## src/sv/ifd_pkg.sv

```systemverilog
// ----------------------------------------------------------------------------
// ifd_pkg - icon format detector package
// Shared sizes, match constants and the verdict codes of the detector.
// ----------------------------------------------------------------------------
`default_nettype none

package ifd_pkg;

  // Largest file length that is still scanned, and the first scanned offset
  localparam int unsigned MAX_FILE_BYTES = 65536;
  localparam int unsigned SCAN_START     = 78;

  // Byte counter must hold MAX_FILE_BYTES + 1 (saturated overflow value)
  localparam int unsigned CNT_W = $clog2(MAX_FILE_BYTES + 2);

  // Window of recent bytes, oldest first
  localparam int unsigned WIN = 12;

  localparam logic [31:0] MAGIC_WORD     = 32'hE310_0001;
  localparam logic [31:0] FORM_TAG       = 32'h464F_524D;
  localparam logic [31:0] ICON_TAG       = 32'h4943_4F4E;
  localparam int unsigned USER_WORD_OFFS = 'h2C;

  localparam logic [7:0] CH_W  = 8'h57;
  localparam logic [7:0] CH_M  = 8'h4D;
  localparam logic [7:0] CH_I  = 8'h49;
  localparam logic [7:0] CH_1  = 8'h31;
  localparam logic [7:0] CH_EQ = 8'h3D;

  typedef enum logic [1:0] {
    FMT_UNKNOWN = 2'd0,
    FMT_GLOW    = 2'd1,
    FMT_OS13    = 2'd2,
    FMT_OS3     = 2'd3
  } format_t;

  typedef logic [CNT_W-1:0] cnt_t;

endpackage

`default_nettype wire

```

## src/sv/icon_format_detector.sv

```systemverilog
// ----------------------------------------------------------------------------
// icon_format_detector - classify an icon file streamed one byte at a time
// Scans the byte stream for the magic word, glow markers and FORM/ICON
// chunks and returns one verdict after the byte flagged as last.
// ----------------------------------------------------------------------------
// One byte is taken per clock cycle; a request passes an input register and
// the scan logic, and the verdict for a file is loaded into the output register
// when its last byte leaves the input register. The sliding window compare and
// the state update are combinational between the input register and the state
// and result registers. Input only stalls while a verdict waits in the output
// register and the next file's last byte is already in the input register.
`default_nettype none

module icon_format_detector
  import ifd_pkg::*;
(
  input  wire logic        clk,
  input  wire logic        rst_n,
  // in_tdata: [7:0] file_byte
  input  wire logic        in_tvalid,
  output logic             in_tready,
  input  wire logic [7:0]  in_tdata,
  input  wire logic        in_tlast,   // is_last
  // out_tdata: [1:0] format, [2] marker_found, [18:3] marker_offset,
  //            [19] too_long, [23:20] zero
  output logic             out_tvalid,
  input  wire logic        out_tready,
  output logic [23:0]      out_tdata
);

  // input register
  logic       s1_valid_r, s1_valid_nxt;
  logic [7:0] s1_byte_r;
  logic       s1_last_r;
  logic       s1_adv;

  // scan state
  cnt_t        idx_r, idx_nxt;
  logic [7:0]  win_r [WIN];
  logic [7:0]  win_nxt [WIN];
  logic        magic_ok_r, magic_ok_nxt;
  logic [31:0] user_word_r, user_word_nxt;
  logic [15:0] wim_offs_r, wim_offs_nxt;
  logic        wim_seen_r, wim_seen_nxt;
  logic [15:0] im_offs_r, im_offs_nxt;
  logic        im_seen_r, im_seen_nxt;
  logic [15:0] form_offs_r, form_offs_nxt;
  logic        form_seen_r, form_seen_nxt;

  // result register
  logic        out_valid_r, out_valid_nxt;
  logic [23:0] out_data_r, out_data_nxt;

  logic [31:0] n32;
  logic        scanning;
  logic        wim_hit, im_hit, form_hit;
  logic [31:0] win_head, win_tail;
  format_t     fmt;
  logic        found, over;
  logic [15:0] offs;

  // a request in the input register moves on unless its verdict would
  // overwrite one still waiting
  assign s1_adv       = s1_valid_r && !(s1_last_r && out_valid_r && !out_tready);
  assign in_tready    = !s1_valid_r || s1_adv;
  assign s1_valid_nxt = (in_tvalid && in_tready) || (s1_valid_r && !s1_adv);

  always_ff @(posedge clk) begin
    if (!rst_n) begin
      s1_valid_r <= 1'b0;
    end else begin
      s1_valid_r <= s1_valid_nxt;
    end
    if (in_tvalid && in_tready) begin
      s1_byte_r <= in_tdata;
      s1_last_r <= in_tlast;
    end
  end

  // window after this byte: w[k] is the byte at offset n - 11 + k
  always_comb begin
    for (int k = 0; k < WIN - 1; k++) begin
      win_nxt[k] = win_r[k+1];
    end
    win_nxt[WIN-1] = s1_byte_r;
  end

  assign n32      = 32'(idx_r);
  assign scanning = (n32 < MAX_FILE_BYTES);
  assign win_head = {win_nxt[0], win_nxt[1], win_nxt[2], win_nxt[3]};
  assign win_tail = {win_nxt[8], win_nxt[9], win_nxt[10], win_nxt[11]};

  assign wim_hit = !wim_seen_r && (n32 >= SCAN_START + 4) &&
                   ((win_nxt[7] == CH_W) || (win_nxt[7] == CH_M)) &&
                   (win_nxt[8] == CH_I) && (win_nxt[9] == CH_M) &&
                   (win_nxt[10] == CH_1) && (win_nxt[11] == CH_EQ);
  assign im_hit  = !im_seen_r && !s1_last_r && (n32 >= SCAN_START + 3) &&
                   (win_nxt[8] == CH_I) && (win_nxt[9] == CH_M) &&
                   (win_nxt[10] == CH_1) && (win_nxt[11] == CH_EQ);
  assign form_hit = !form_seen_r && (n32 >= SCAN_START + 11) &&
                    (win_head == FORM_TAG) && (win_tail == ICON_TAG);

  // state update for one byte
  always_comb begin
    idx_nxt       = idx_r;
    magic_ok_nxt  = magic_ok_r;
    user_word_nxt = user_word_r;
    wim_offs_nxt  = wim_offs_r;
    wim_seen_nxt  = wim_seen_r;
    im_offs_nxt   = im_offs_r;
    im_seen_nxt   = im_seen_r;
    form_offs_nxt = form_offs_r;
    form_seen_nxt = form_seen_r;
    if (!scanning) begin
      idx_nxt = CNT_W'(MAX_FILE_BYTES + 1);
    end else begin
      idx_nxt = idx_r + cnt_t'(1);
      if ((n32 < 4) && (s1_byte_r != MAGIC_WORD[(3 - n32[1:0]) * 8 +: 8])) begin
        magic_ok_nxt = 1'b0;
      end
      if ((n32 >= USER_WORD_OFFS) && (n32 < USER_WORD_OFFS + 4)) begin
        user_word_nxt = {user_word_r[23:0], s1_byte_r};
      end
      if (wim_hit) begin
        wim_seen_nxt = 1'b1;
        wim_offs_nxt = 16'(n32 - 32'd4);
      end
      if (im_hit) begin
        im_seen_nxt = 1'b1;
        im_offs_nxt = 16'(n32 - 32'd3);
      end
      if (form_hit) begin
        form_seen_nxt = 1'b1;
        form_offs_nxt = 16'(n32 - 32'd11);
      end
    end
  end

  // verdict from the updated state, in priority order
  always_comb begin
    fmt   = FMT_UNKNOWN;
    found = 1'b0;
    offs  = 16'd0;
    over  = 1'b0;
    if (32'(idx_nxt) > MAX_FILE_BYTES) begin
      over = 1'b1;
    end else if ((32'(idx_nxt) < SCAN_START) || !magic_ok_nxt) begin
      fmt = FMT_UNKNOWN;
    end else if (wim_seen_nxt) begin
      fmt = FMT_GLOW; found = 1'b1; offs = wim_offs_nxt;
    end else if (im_seen_nxt) begin
      fmt = FMT_GLOW; found = 1'b1; offs = im_offs_nxt;
    end else if (form_seen_nxt) begin
      fmt = FMT_GLOW; found = 1'b1; offs = form_offs_nxt;
    end else if (user_word_nxt == 32'd0) begin
      fmt = FMT_OS13;
    end else if (user_word_nxt == 32'd1) begin
      fmt = FMT_OS3;
    end
  end

  // state registers: cleared after each verdict
  always_ff @(posedge clk) begin
    if (!rst_n || (s1_adv && s1_last_r)) begin
      idx_r       <= '0;
      magic_ok_r  <= 1'b1;
      user_word_r <= '0;
      wim_offs_r  <= '0;
      wim_seen_r  <= 1'b0;
      im_offs_r   <= '0;
      im_seen_r   <= 1'b0;
      form_offs_r <= '0;
      form_seen_r <= 1'b0;
      for (int k = 0; k < WIN; k++) begin
        win_r[k] <= '0;
      end
    end else if (s1_adv) begin
      idx_r       <= idx_nxt;
      magic_ok_r  <= magic_ok_nxt;
      user_word_r <= user_word_nxt;
      wim_offs_r  <= wim_offs_nxt;
      wim_seen_r  <= wim_seen_nxt;
      im_offs_r   <= im_offs_nxt;
      im_seen_r   <= im_seen_nxt;
      form_offs_r <= form_offs_nxt;
      form_seen_r <= form_seen_nxt;
      if (scanning) begin
        for (int k = 0; k < WIN; k++) begin
          win_r[k] <= win_nxt[k];
        end
      end
    end
  end

  // result register
  always_comb begin
    out_valid_nxt = out_valid_r && !out_tready;
    out_data_nxt  = out_data_r;
    if (s1_adv && s1_last_r) begin
      out_valid_nxt = 1'b1;
      out_data_nxt  = {4'd0, over, offs, found, fmt};
    end
  end

  always_ff @(posedge clk) begin
    if (!rst_n) begin
      out_valid_r <= 1'b0;
    end else begin
      out_valid_r <= out_valid_nxt;
    end
    out_data_r <= out_data_nxt;
  end

  assign out_tvalid = out_valid_r;
  assign out_tdata  = out_data_r;

endmodule

`default_nettype wire

```

## config.mk

```make
export PLATFORM = sky130hd
export DESIGN_NAME = icon_format_detector
export DESIGN_NICKNAME = d
export VERILOG_FILES = /design/src/sv/ifd_pkg.sv /design/src/sv/icon_format_detector.sv
export SDC_FILE = /design/constraint.sdc
export NUM_CORES = 1
export LEC_CHECK = 0
export BUFFER_PORTS_ARGS = -buffer_cell sky130_fd_sc_hd__clkbuf_2
export CORE_ASPECT_RATIO = 1.25
export CORE_MARGIN = 2
export CORE_UTILIZATION = 55
export CTS_BUF_LIST = sky130_fd_sc_hd__clkbuf_4 sky130_fd_sc_hd__clkbuf_8 sky130_fd_sc_hd__clkbuf_16
export DETAILED_ROUTE_END_ITERATION = 10
export PLACE_DENSITY = 0.72
export RECOVER_POWER = 25
export SKIP_LAST_GASP = 1
export SLEW_MARGIN = 40
export SYNTH_ARGS = -nofsm -noshare
export SYNTH_HDL_FRONTEND = slang
export SYNTH_SLANG_ARGS = --single-unit
```

## constraint.sdc

```tcl
create_clock -name clk -period 8.4 [get_ports clk]
set_input_delay 0.84 -clock clk [delete_from_list [all_inputs] [get_ports clk]]
set_output_delay 0.84 -clock clk [all_outputs]
set_load 0.05 [all_outputs]
```

# ---- Word level (Yosys, flattened, before mapping)
# Memory sizes are Yosys's and may differ from the RTL's.
# Cells that the tools add are included.
dict set report word_totals {
  elab_cells 144
  memories 1
  in_bits 13
  ram_bits 96
  out_inout_bits 26
  regBits 132
}
# name words width read_ports rd_ports_with_merged_regs wr line
set mem_list {}
lappend mem_list {win_r 12 8 11 0 12 icon_format_detector.sv:39} ;# logic [7:0] win_r [WIN];
dict set report op_classes {
  reduce_logical 42
  magnitude_cmp 9
  n_eq_ne 10
  n_addsub 5
  bitwise_logic 12
  mux 48
  shift 1
}
# cell count
set ops {}
lappend ops {{two-way mux 16 bit} 9}
lappend ops {{two-way mux 8 bit} 12}
lappend ops {{== test 32 x 31 -> 1 bit, second input constant} 2}
lappend ops {{two-way mux 32 bit} 2}
lappend ops {{greater-or-equal comparator 17 x 7 -> 1 bit, second input constant} 3}
lappend ops {{indexed part select 32 x 33 -> 8 bit, first input constant} 1}
lappend ops {{== test 32 x 1 -> 1 bit, second input constant} 1}
lappend ops {{== test 8 x 7 -> 1 bit, second input constant} 4}
lappend ops {{logical NOT 32 bit} 1}
lappend ops {{logical AND 1 bit} 24}
lappend ops {{two-way mux 1 bit} 22}
lappend ops {{adder 17 x 1 -> 17 bit, second input constant} 1}
lappend ops {{greater-or-equal comparator 17 x 6 -> 1 bit, second input constant} 1}
lappend ops {{greater-than comparator 17 bit, second input constant} 1}
lappend ops {{< comparator 17 bit, second input constant} 1}
lappend ops {{< comparator 17 x 3 -> 1 bit, second input constant} 1}
lappend ops {{< comparator 17 x 6 -> 1 bit, second input constant} 1}
lappend ops {{< comparator 17 x 7 -> 1 bit, second input constant} 1}
lappend ops {{two-way mux 17 bit} 1}
lappend ops {{== test 8 x 6 -> 1 bit, second input constant} 2}
lappend ops {{subtractor 16 x 2 -> 16 bit, second input constant} 1}
lappend ops {{subtractor 16 x 3 -> 16 bit, second input constant} 1}
lappend ops {{subtractor 16 x 4 -> 16 bit, second input constant} 1}
lappend ops {{bitwise OR 1 bit} 12}
lappend ops {{other kinds (7)} 21}

# ---- Logic depth before layout (Yosys ltp)
dict set report depth {
  depth_word 11
  ltp_mapped 12
}

# ---- Least setup slack after synthesis
# OpenSTA, ideal clock, no wires.
dict set report synth_path {
  path_kind {input to register}
  from {in out_tready}
  to {mem win_r[1][2] (netlist: win_r[0][10]) (enable)}
  stages 5
  setup_slack_ns 0.036
  setup_time_ns 0.656
  arrival_ns 7.708
  path_buffers 2
  path_cell_list {nand2b_1 o21ai_1 clkbuf_1 clkbuf_1 o21ai_0}
}
# item line
set synth_rtl {}
lappend synth_rtl {{start: declaration} icon_format_detector.sv:27} ;# input wire logic out_tready,
lappend synth_rtl {{end: declaration} icon_format_detector.sv:39}

# ---- Final worst setup path
dict set report layout_path {
  from {reg s1_last_r}
  to {reg user_word_r[18]}
}
dict set report layout_via {
  elab_chain_cells 6
}
# item line
set layout_rtl {}
lappend layout_rtl {{start: declaration} icon_format_detector.sv:34} ;# logic s1_last_r;
lappend layout_rtl {{start signal: assignment} icon_format_detector.sv:76} ;# s1_last_r <= in_tlast;
lappend layout_rtl {{logical AND 1 bit (2 in series)} icon_format_detector.sv:64} ;# assign s1_adv = s1_valid_r && !(s1_last_r && out_valid_r && !out_tready);
lappend layout_rtl {{logical NOT 1 bit} icon_format_detector.sv:64}
lappend layout_rtl {{logical AND 1 bit} icon_format_detector.sv:64}
lappend layout_rtl {{logical AND 1 bit} icon_format_detector.sv:164} ;# if (!rst_n || (s1_adv && s1_last_r)) begin
lappend layout_rtl {{logical OR 1 bit} icon_format_detector.sv:164}
lappend layout_rtl {{end signal: assignment} icon_format_detector.sv:180} ;# user_word_r <= user_word_nxt;
lappend layout_rtl {{end: declaration} icon_format_detector.sv:42} ;# logic [31:0] user_word_r, user_word_nxt;
# Several ways; a longest one is shown, not always the timed one.
# A chain may end at the register's enable or synchronous reset.

==> flow_metrics.env <==
export IMPL_startpoint_type="flop"
export IMPL_timing_worst_slew_pin_value_ns=4.27
export IMPL_finalSetupViolations=0
export IMPL_postSynthRegisterBits=220
export IMPL_cts_path_max_buffers=3
export IMPL_slew_headroom_pct=-185
export IMPL_clock_fmax_ghz=0.179
export IMPL_hpwl_mm=15.9
export IMPL_number_of_antenna_violations_at_the_first_check_in_global_routing=0
export IMPL_die_x_um=128
export IMPL_vias_per_cell=6.17
export IMPL_hold_slack_ns=0.460
export IMPL_io_pins=39
export IMPL_yosysTopAreaCell="sky130_fd_sc_hd__edfxtp_1"
export IMPL_r2r_start="s1_last_r$_DFFE_PP_"
export IMPL_power_density_mw_per_mm2=198
export IMPL_critPathRequiredTime_ns=8.61
export IMPL_timing_worst_setup_path_type="reg2reg"
export IMPL_route_detailed_drc=0
export IMPL_post_place_cells=1202
export IMPL_clockRootBuffer="sky130_fd_sc_hd__clkbuf_16"
export IMPL_postLayoutCellArea_mm2=0.0114
export IMPL_drive_gt1_share_pct=8.71
export IMPL_clkSlewWorstSetupHoldPaths_ns=0.06
export IMPL_postSynthAreaPerCell_um2=10.4
export IMPL_io_buffers=34
export IMPL_layout_nets=1014
export IMPL_synth_yosys_seq_area_share_pct=53.0
export IMPL_global_route_usage_met1_pct=33.8
export IMPL_grt_total_ovfl=0
export IMPL_maxSlewViolCount=226
export IMPL_maximum_number_of_pins_on_one_net_before_global_route_repair=96
export IMPL_synthesis_area_mm2=0.0105
export IMPL_critPathLaunch="s1_last_r$_DFFE_PP_"
export IMPL_cellLeakagePower_nw=4.47
export IMPL_status="finished, violations left"
export IMPL_met3_grt_util_pct=2.76
export IMPL_yosysWarningCount=0
export IMPL_routedWlPerCell_um=19.7
export IMPL_final_non_filler_cells=1242
export IMPL_worst_ep_arrival_time_ns=5.79
export IMPL_post_cts_resized=0
export IMPL_timing_critical_path_mode_cell="sky130_fd_sc_hd__clkbuf_1"
export IMPL_htree_num_levels=1
export IMPL_placement_stage_worst_setup_slack_ns=4.89
export IMPL_filler_cell_count=1595
export IMPL_crit_reg2reg_capture="user_word_r[18]$_SDFFE_PP0P_"
export IMPL_yosys_area_top_type_share_pct=33.4
export IMPL_worst_hold_path_stage_count=2
export IMPL_vdd_ir_drop_worst_mv=0.160
export IMPL_unrepaired_setup_endpoints_after_global_routing="no"
export IMPL_rows=56
export IMPL_area_delta_synth_final_pct=8.54
export IMPL_timing_setup_tns_ns=0
export IMPL_cts_hold_buffers_added=0
export IMPL_cts_tree="yes"
export IMPL_timing_final_hold_violations=0
export IMPL_post_route_min_period_ns=5.58
export IMPL_worst_setup_path_endpoint="user_word_r[18]$_SDFFE_PP0P_"
export IMPL_placedInstanceArea_mm2=0.0108
export IMPL_num_antenna_cells=0
export IMPL_synth_edff_count=117
export IMPL_grt_first_pass_wirelength_mm=39.5
export IMPL_crit_fanout=95
export IMPL_detail_route_antenna_nets=0
export IMPL_postLayoutSetupSlackWorst_ns=2.82
export IMPL_clock_latency_ns=0.52
export IMPL_synth_cell_types=72
export IMPL_track_usage_pct=24.2
export IMPL_critPathCaptureType="flop"
export IMPL_ff2ff_path_depth=6
export IMPL_min_delay_path_class="reg2reg"
export IMPL_worstPathCellList="inv_1 -> o21ai_0 -> clkbuf_1 -> o21ai_4 -> clkbuf_1 -> nor2_1"
export IMPL_design_core_area_mm2=0.0188
export IMPL_fp_dieH_um=159
export IMPL_syn_inst=1007
export IMPL_proportion_of_synthesized_flip_flops_having_asynchronous_set_or_reset_pct=0
export IMPL_grt_most_used_layer="met2"
export IMPL_vias=7662
export IMPL_cts_inserted_buffers=22
export IMPL_postCtsSetupRepairBufs=0
export IMPL_gr_usage_met2_pct=40.8
export IMPL_critical_path_slowest_cell="sky130_fd_sc_hd__clkbuf_1"
export IMPL_tritoncts_num_sinks=220
export IMPL_postSynth_topFlopCell="sky130_fd_sc_hd__edfxtp_1"
export IMPL_initialDrtViolationCount=793
export IMPL_failed_checks="max-capacitance violations, max-slew violations"
export IMPL_vias_in_the_first_global_route=7277
export IMPL_gpl_final_weighted_congestion=0.992
export IMPL_ranking_of_synthesized_cells_by_area="sky130_fd_sc_hd__edfxtp_1 33%, sky130_fd_sc_hd__dfxtp_1 20%, sky130_fd_sc_hd__mux2i_1 4.8%, sky130_fd_sc_hd__and3_1 4.6%, sky130_fd_sc_hd__nor2_1 4.5%"
export IMPL_post_route_period_util_pct=66.5
export IMPL_initial_utilization_pct=56.0
export IMPL_route_final_wire_length_mm=24.4
export IMPL_detailedRoute_firstPassIterationCount=5
export IMPL_max_cap_violations=3
export IMPL_timing_reg2reg_setup_slack_ns=2.82
export IMPL_clock_skew_ns=0.0165
export IMPL_fp_dieArea_mm2=0.0202
export IMPL_slowest_delay_ns=3.02
## kinds of logic after synthesis
| family | share of synthesized area, % |
|---|---|
| xor gates and xnor gates | 3.91 |
| adders and majority gates | 0.833 |
| and+or+nand+nor | 21.2 |
| AOI/OAI and AO/OA | 12.0 |
| DFF | 53.0 |
| buffers and inverters | 4.20 |
| other | 0.0357 |
| muxes | 4.76 |
## Yosys cell counts (16+ instances only)
cell type / n
sky130_fd_sc_hd__a211oi_1: 31
sky130_fd_sc_hd__a21oi_1: 39
sky130_fd_sc_hd__and2_1: 23
sky130_fd_sc_hd__and3_1: 77
sky130_fd_sc_hd__buf_2: 20
sky130_fd_sc_hd__clkbuf_1: 47
sky130_fd_sc_hd__dfxtp_1: 103
sky130_fd_sc_hd__edfxtp_1: 117
sky130_fd_sc_hd__mux2i_1: 50
sky130_fd_sc_hd__nand2_1: 54
sky130_fd_sc_hd__nand3_1: 22
sky130_fd_sc_hd__nor2_1: 127
sky130_fd_sc_hd__nor3_1: 24
sky130_fd_sc_hd__nor4_1: 16
sky130_fd_sc_hd__o21ai_0: 28
sky130_fd_sc_hd__xnor2_1: 29
sky130_fd_sc_hd__xor2_1: 18
## cell type report
class	instances	area [um^2]	share of cell area [%]
inverters	12	45.0	0.395
well taps	232	290	2.54
clock buffers	36	698	6.12
clock inverters	4	32.5	0.285
flip-flops and latches	220	5580	48.8
multi-input cells	693	4560	40.0
repair buffers	45	210	1.84
## worst min path at each step
stage	start	endpoint	slack, ns
after floorplan	wim_offs_r[1]$_SDFFE_PP0P_	wim_offs_r[1]$_SDFFE_PP0P_	0.43
after CTS	wim_offs_r[2]$_SDFFE_PP0P_	wim_offs_r[2]$_SDFFE_PP0P_	0.46
final	wim_offs_r[2]$_SDFFE_PP0P_	wim_offs_r[2]$_SDFFE_PP0P_	0.46
after detailed placement	wim_offs_r[1]$_SDFFE_PP0P_	wim_offs_r[1]$_SDFFE_PP0P_	0.45
after global routing	wim_offs_r[0]$_SDFFE_PP0P_	wim_offs_r[0]$_SDFFE_PP0P_	0.49
after global placement	wim_offs_r[2]$_SDFFE_PP0P_	wim_offs_r[2]$_SDFFE_PP0P_	0.44
## worst max-delay path: cells and delay by family, from the launching register on
kind / cells / cell delay [ns]
AO/OA/AOI/OAI: 2 / 0.50
flip-flops: 1 / 0.55
AND/OR/NAND/NOR: 1 / 0.21
buffers and inverters: 3 / 3.97
## cells in the final DEF (no fill, tap or decap), types with 5 or more instances in the layout
cell,n
sky130_fd_sc_hd__a2111oi_2,8
sky130_fd_sc_hd__and3_1,77
sky130_fd_sc_hd__o21ai_0,28
sky130_fd_sc_hd__dfxtp_1,103
sky130_fd_sc_hd__clkbuf_2,12
sky130_fd_sc_hd__a21oi_1,38
sky130_fd_sc_hd__clkbuf_16,23
sky130_fd_sc_hd__or4_1,5
sky130_fd_sc_hd__xor2_1,18
sky130_fd_sc_hd__nor3_1,24
sky130_fd_sc_hd__nand4_1,15
sky130_fd_sc_hd__clkbuf_1,27
sky130_fd_sc_hd__a221oi_1,15
sky130_fd_sc_hd__nand3_1,21
sky130_fd_sc_hd__or3_1,6
sky130_fd_sc_hd__ha_1,7
sky130_fd_sc_hd__xnor2_1,29
sky130_fd_sc_hd__edfxtp_1,117
sky130_fd_sc_hd__nor2_1,126
sky130_fd_sc_hd__a211oi_1,31
sky130_fd_sc_hd__clkbuf_4,9
sky130_fd_sc_hd__buf_4,5
sky130_fd_sc_hd__nor4_1,16
sky130_fd_sc_hd__inv_1,12
sky130_fd_sc_hd__nor4b_1,5
sky130_fd_sc_hd__nand2_1,54
sky130_fd_sc_hd__and2_1,11
sky130_fd_sc_hd__nor4bb_1,6
sky130_fd_sc_hd__a32o_1,13
sky130_fd_sc_hd__mux2i_1,50
sky130_fd_sc_hd__and2_0,11
## through the flow
stage	utilization (%)	total power, mW
detailed placement	57.3	1.31
global route	60.8	2.33
finish	60.8	2.26
CTS	61.2	2.28
global placement	57.1	1.31
floorplan	-	1.28
## registers in the layout, indices dropped and copies added, names as in the netlist, 8 cells and up
name	flops
idx_r	17
win_r	88
s1_byte_r	8
form_offs_r	16
wim_offs_r	16
out_tdata	20
user_word_r	32
im_offs_r	16
## per-layer routing
metal	routed length, um	vias to the layer above
li1	-	3695
met1	10900	3667
met2	11800	257
met3	1330	43
met4	449	0
met5	0	-
## report_power, final
part | internal [mW] | leakage (nW) | switching [mW]
Sequential | 1.17 | 2.06 | 0.0231
Clock | 0.571 | 0.366 | 0.406
Combinational | 0.0211 | 2.05 | 0.0682
No activity file was read; power rests on OpenSTA's default activity.
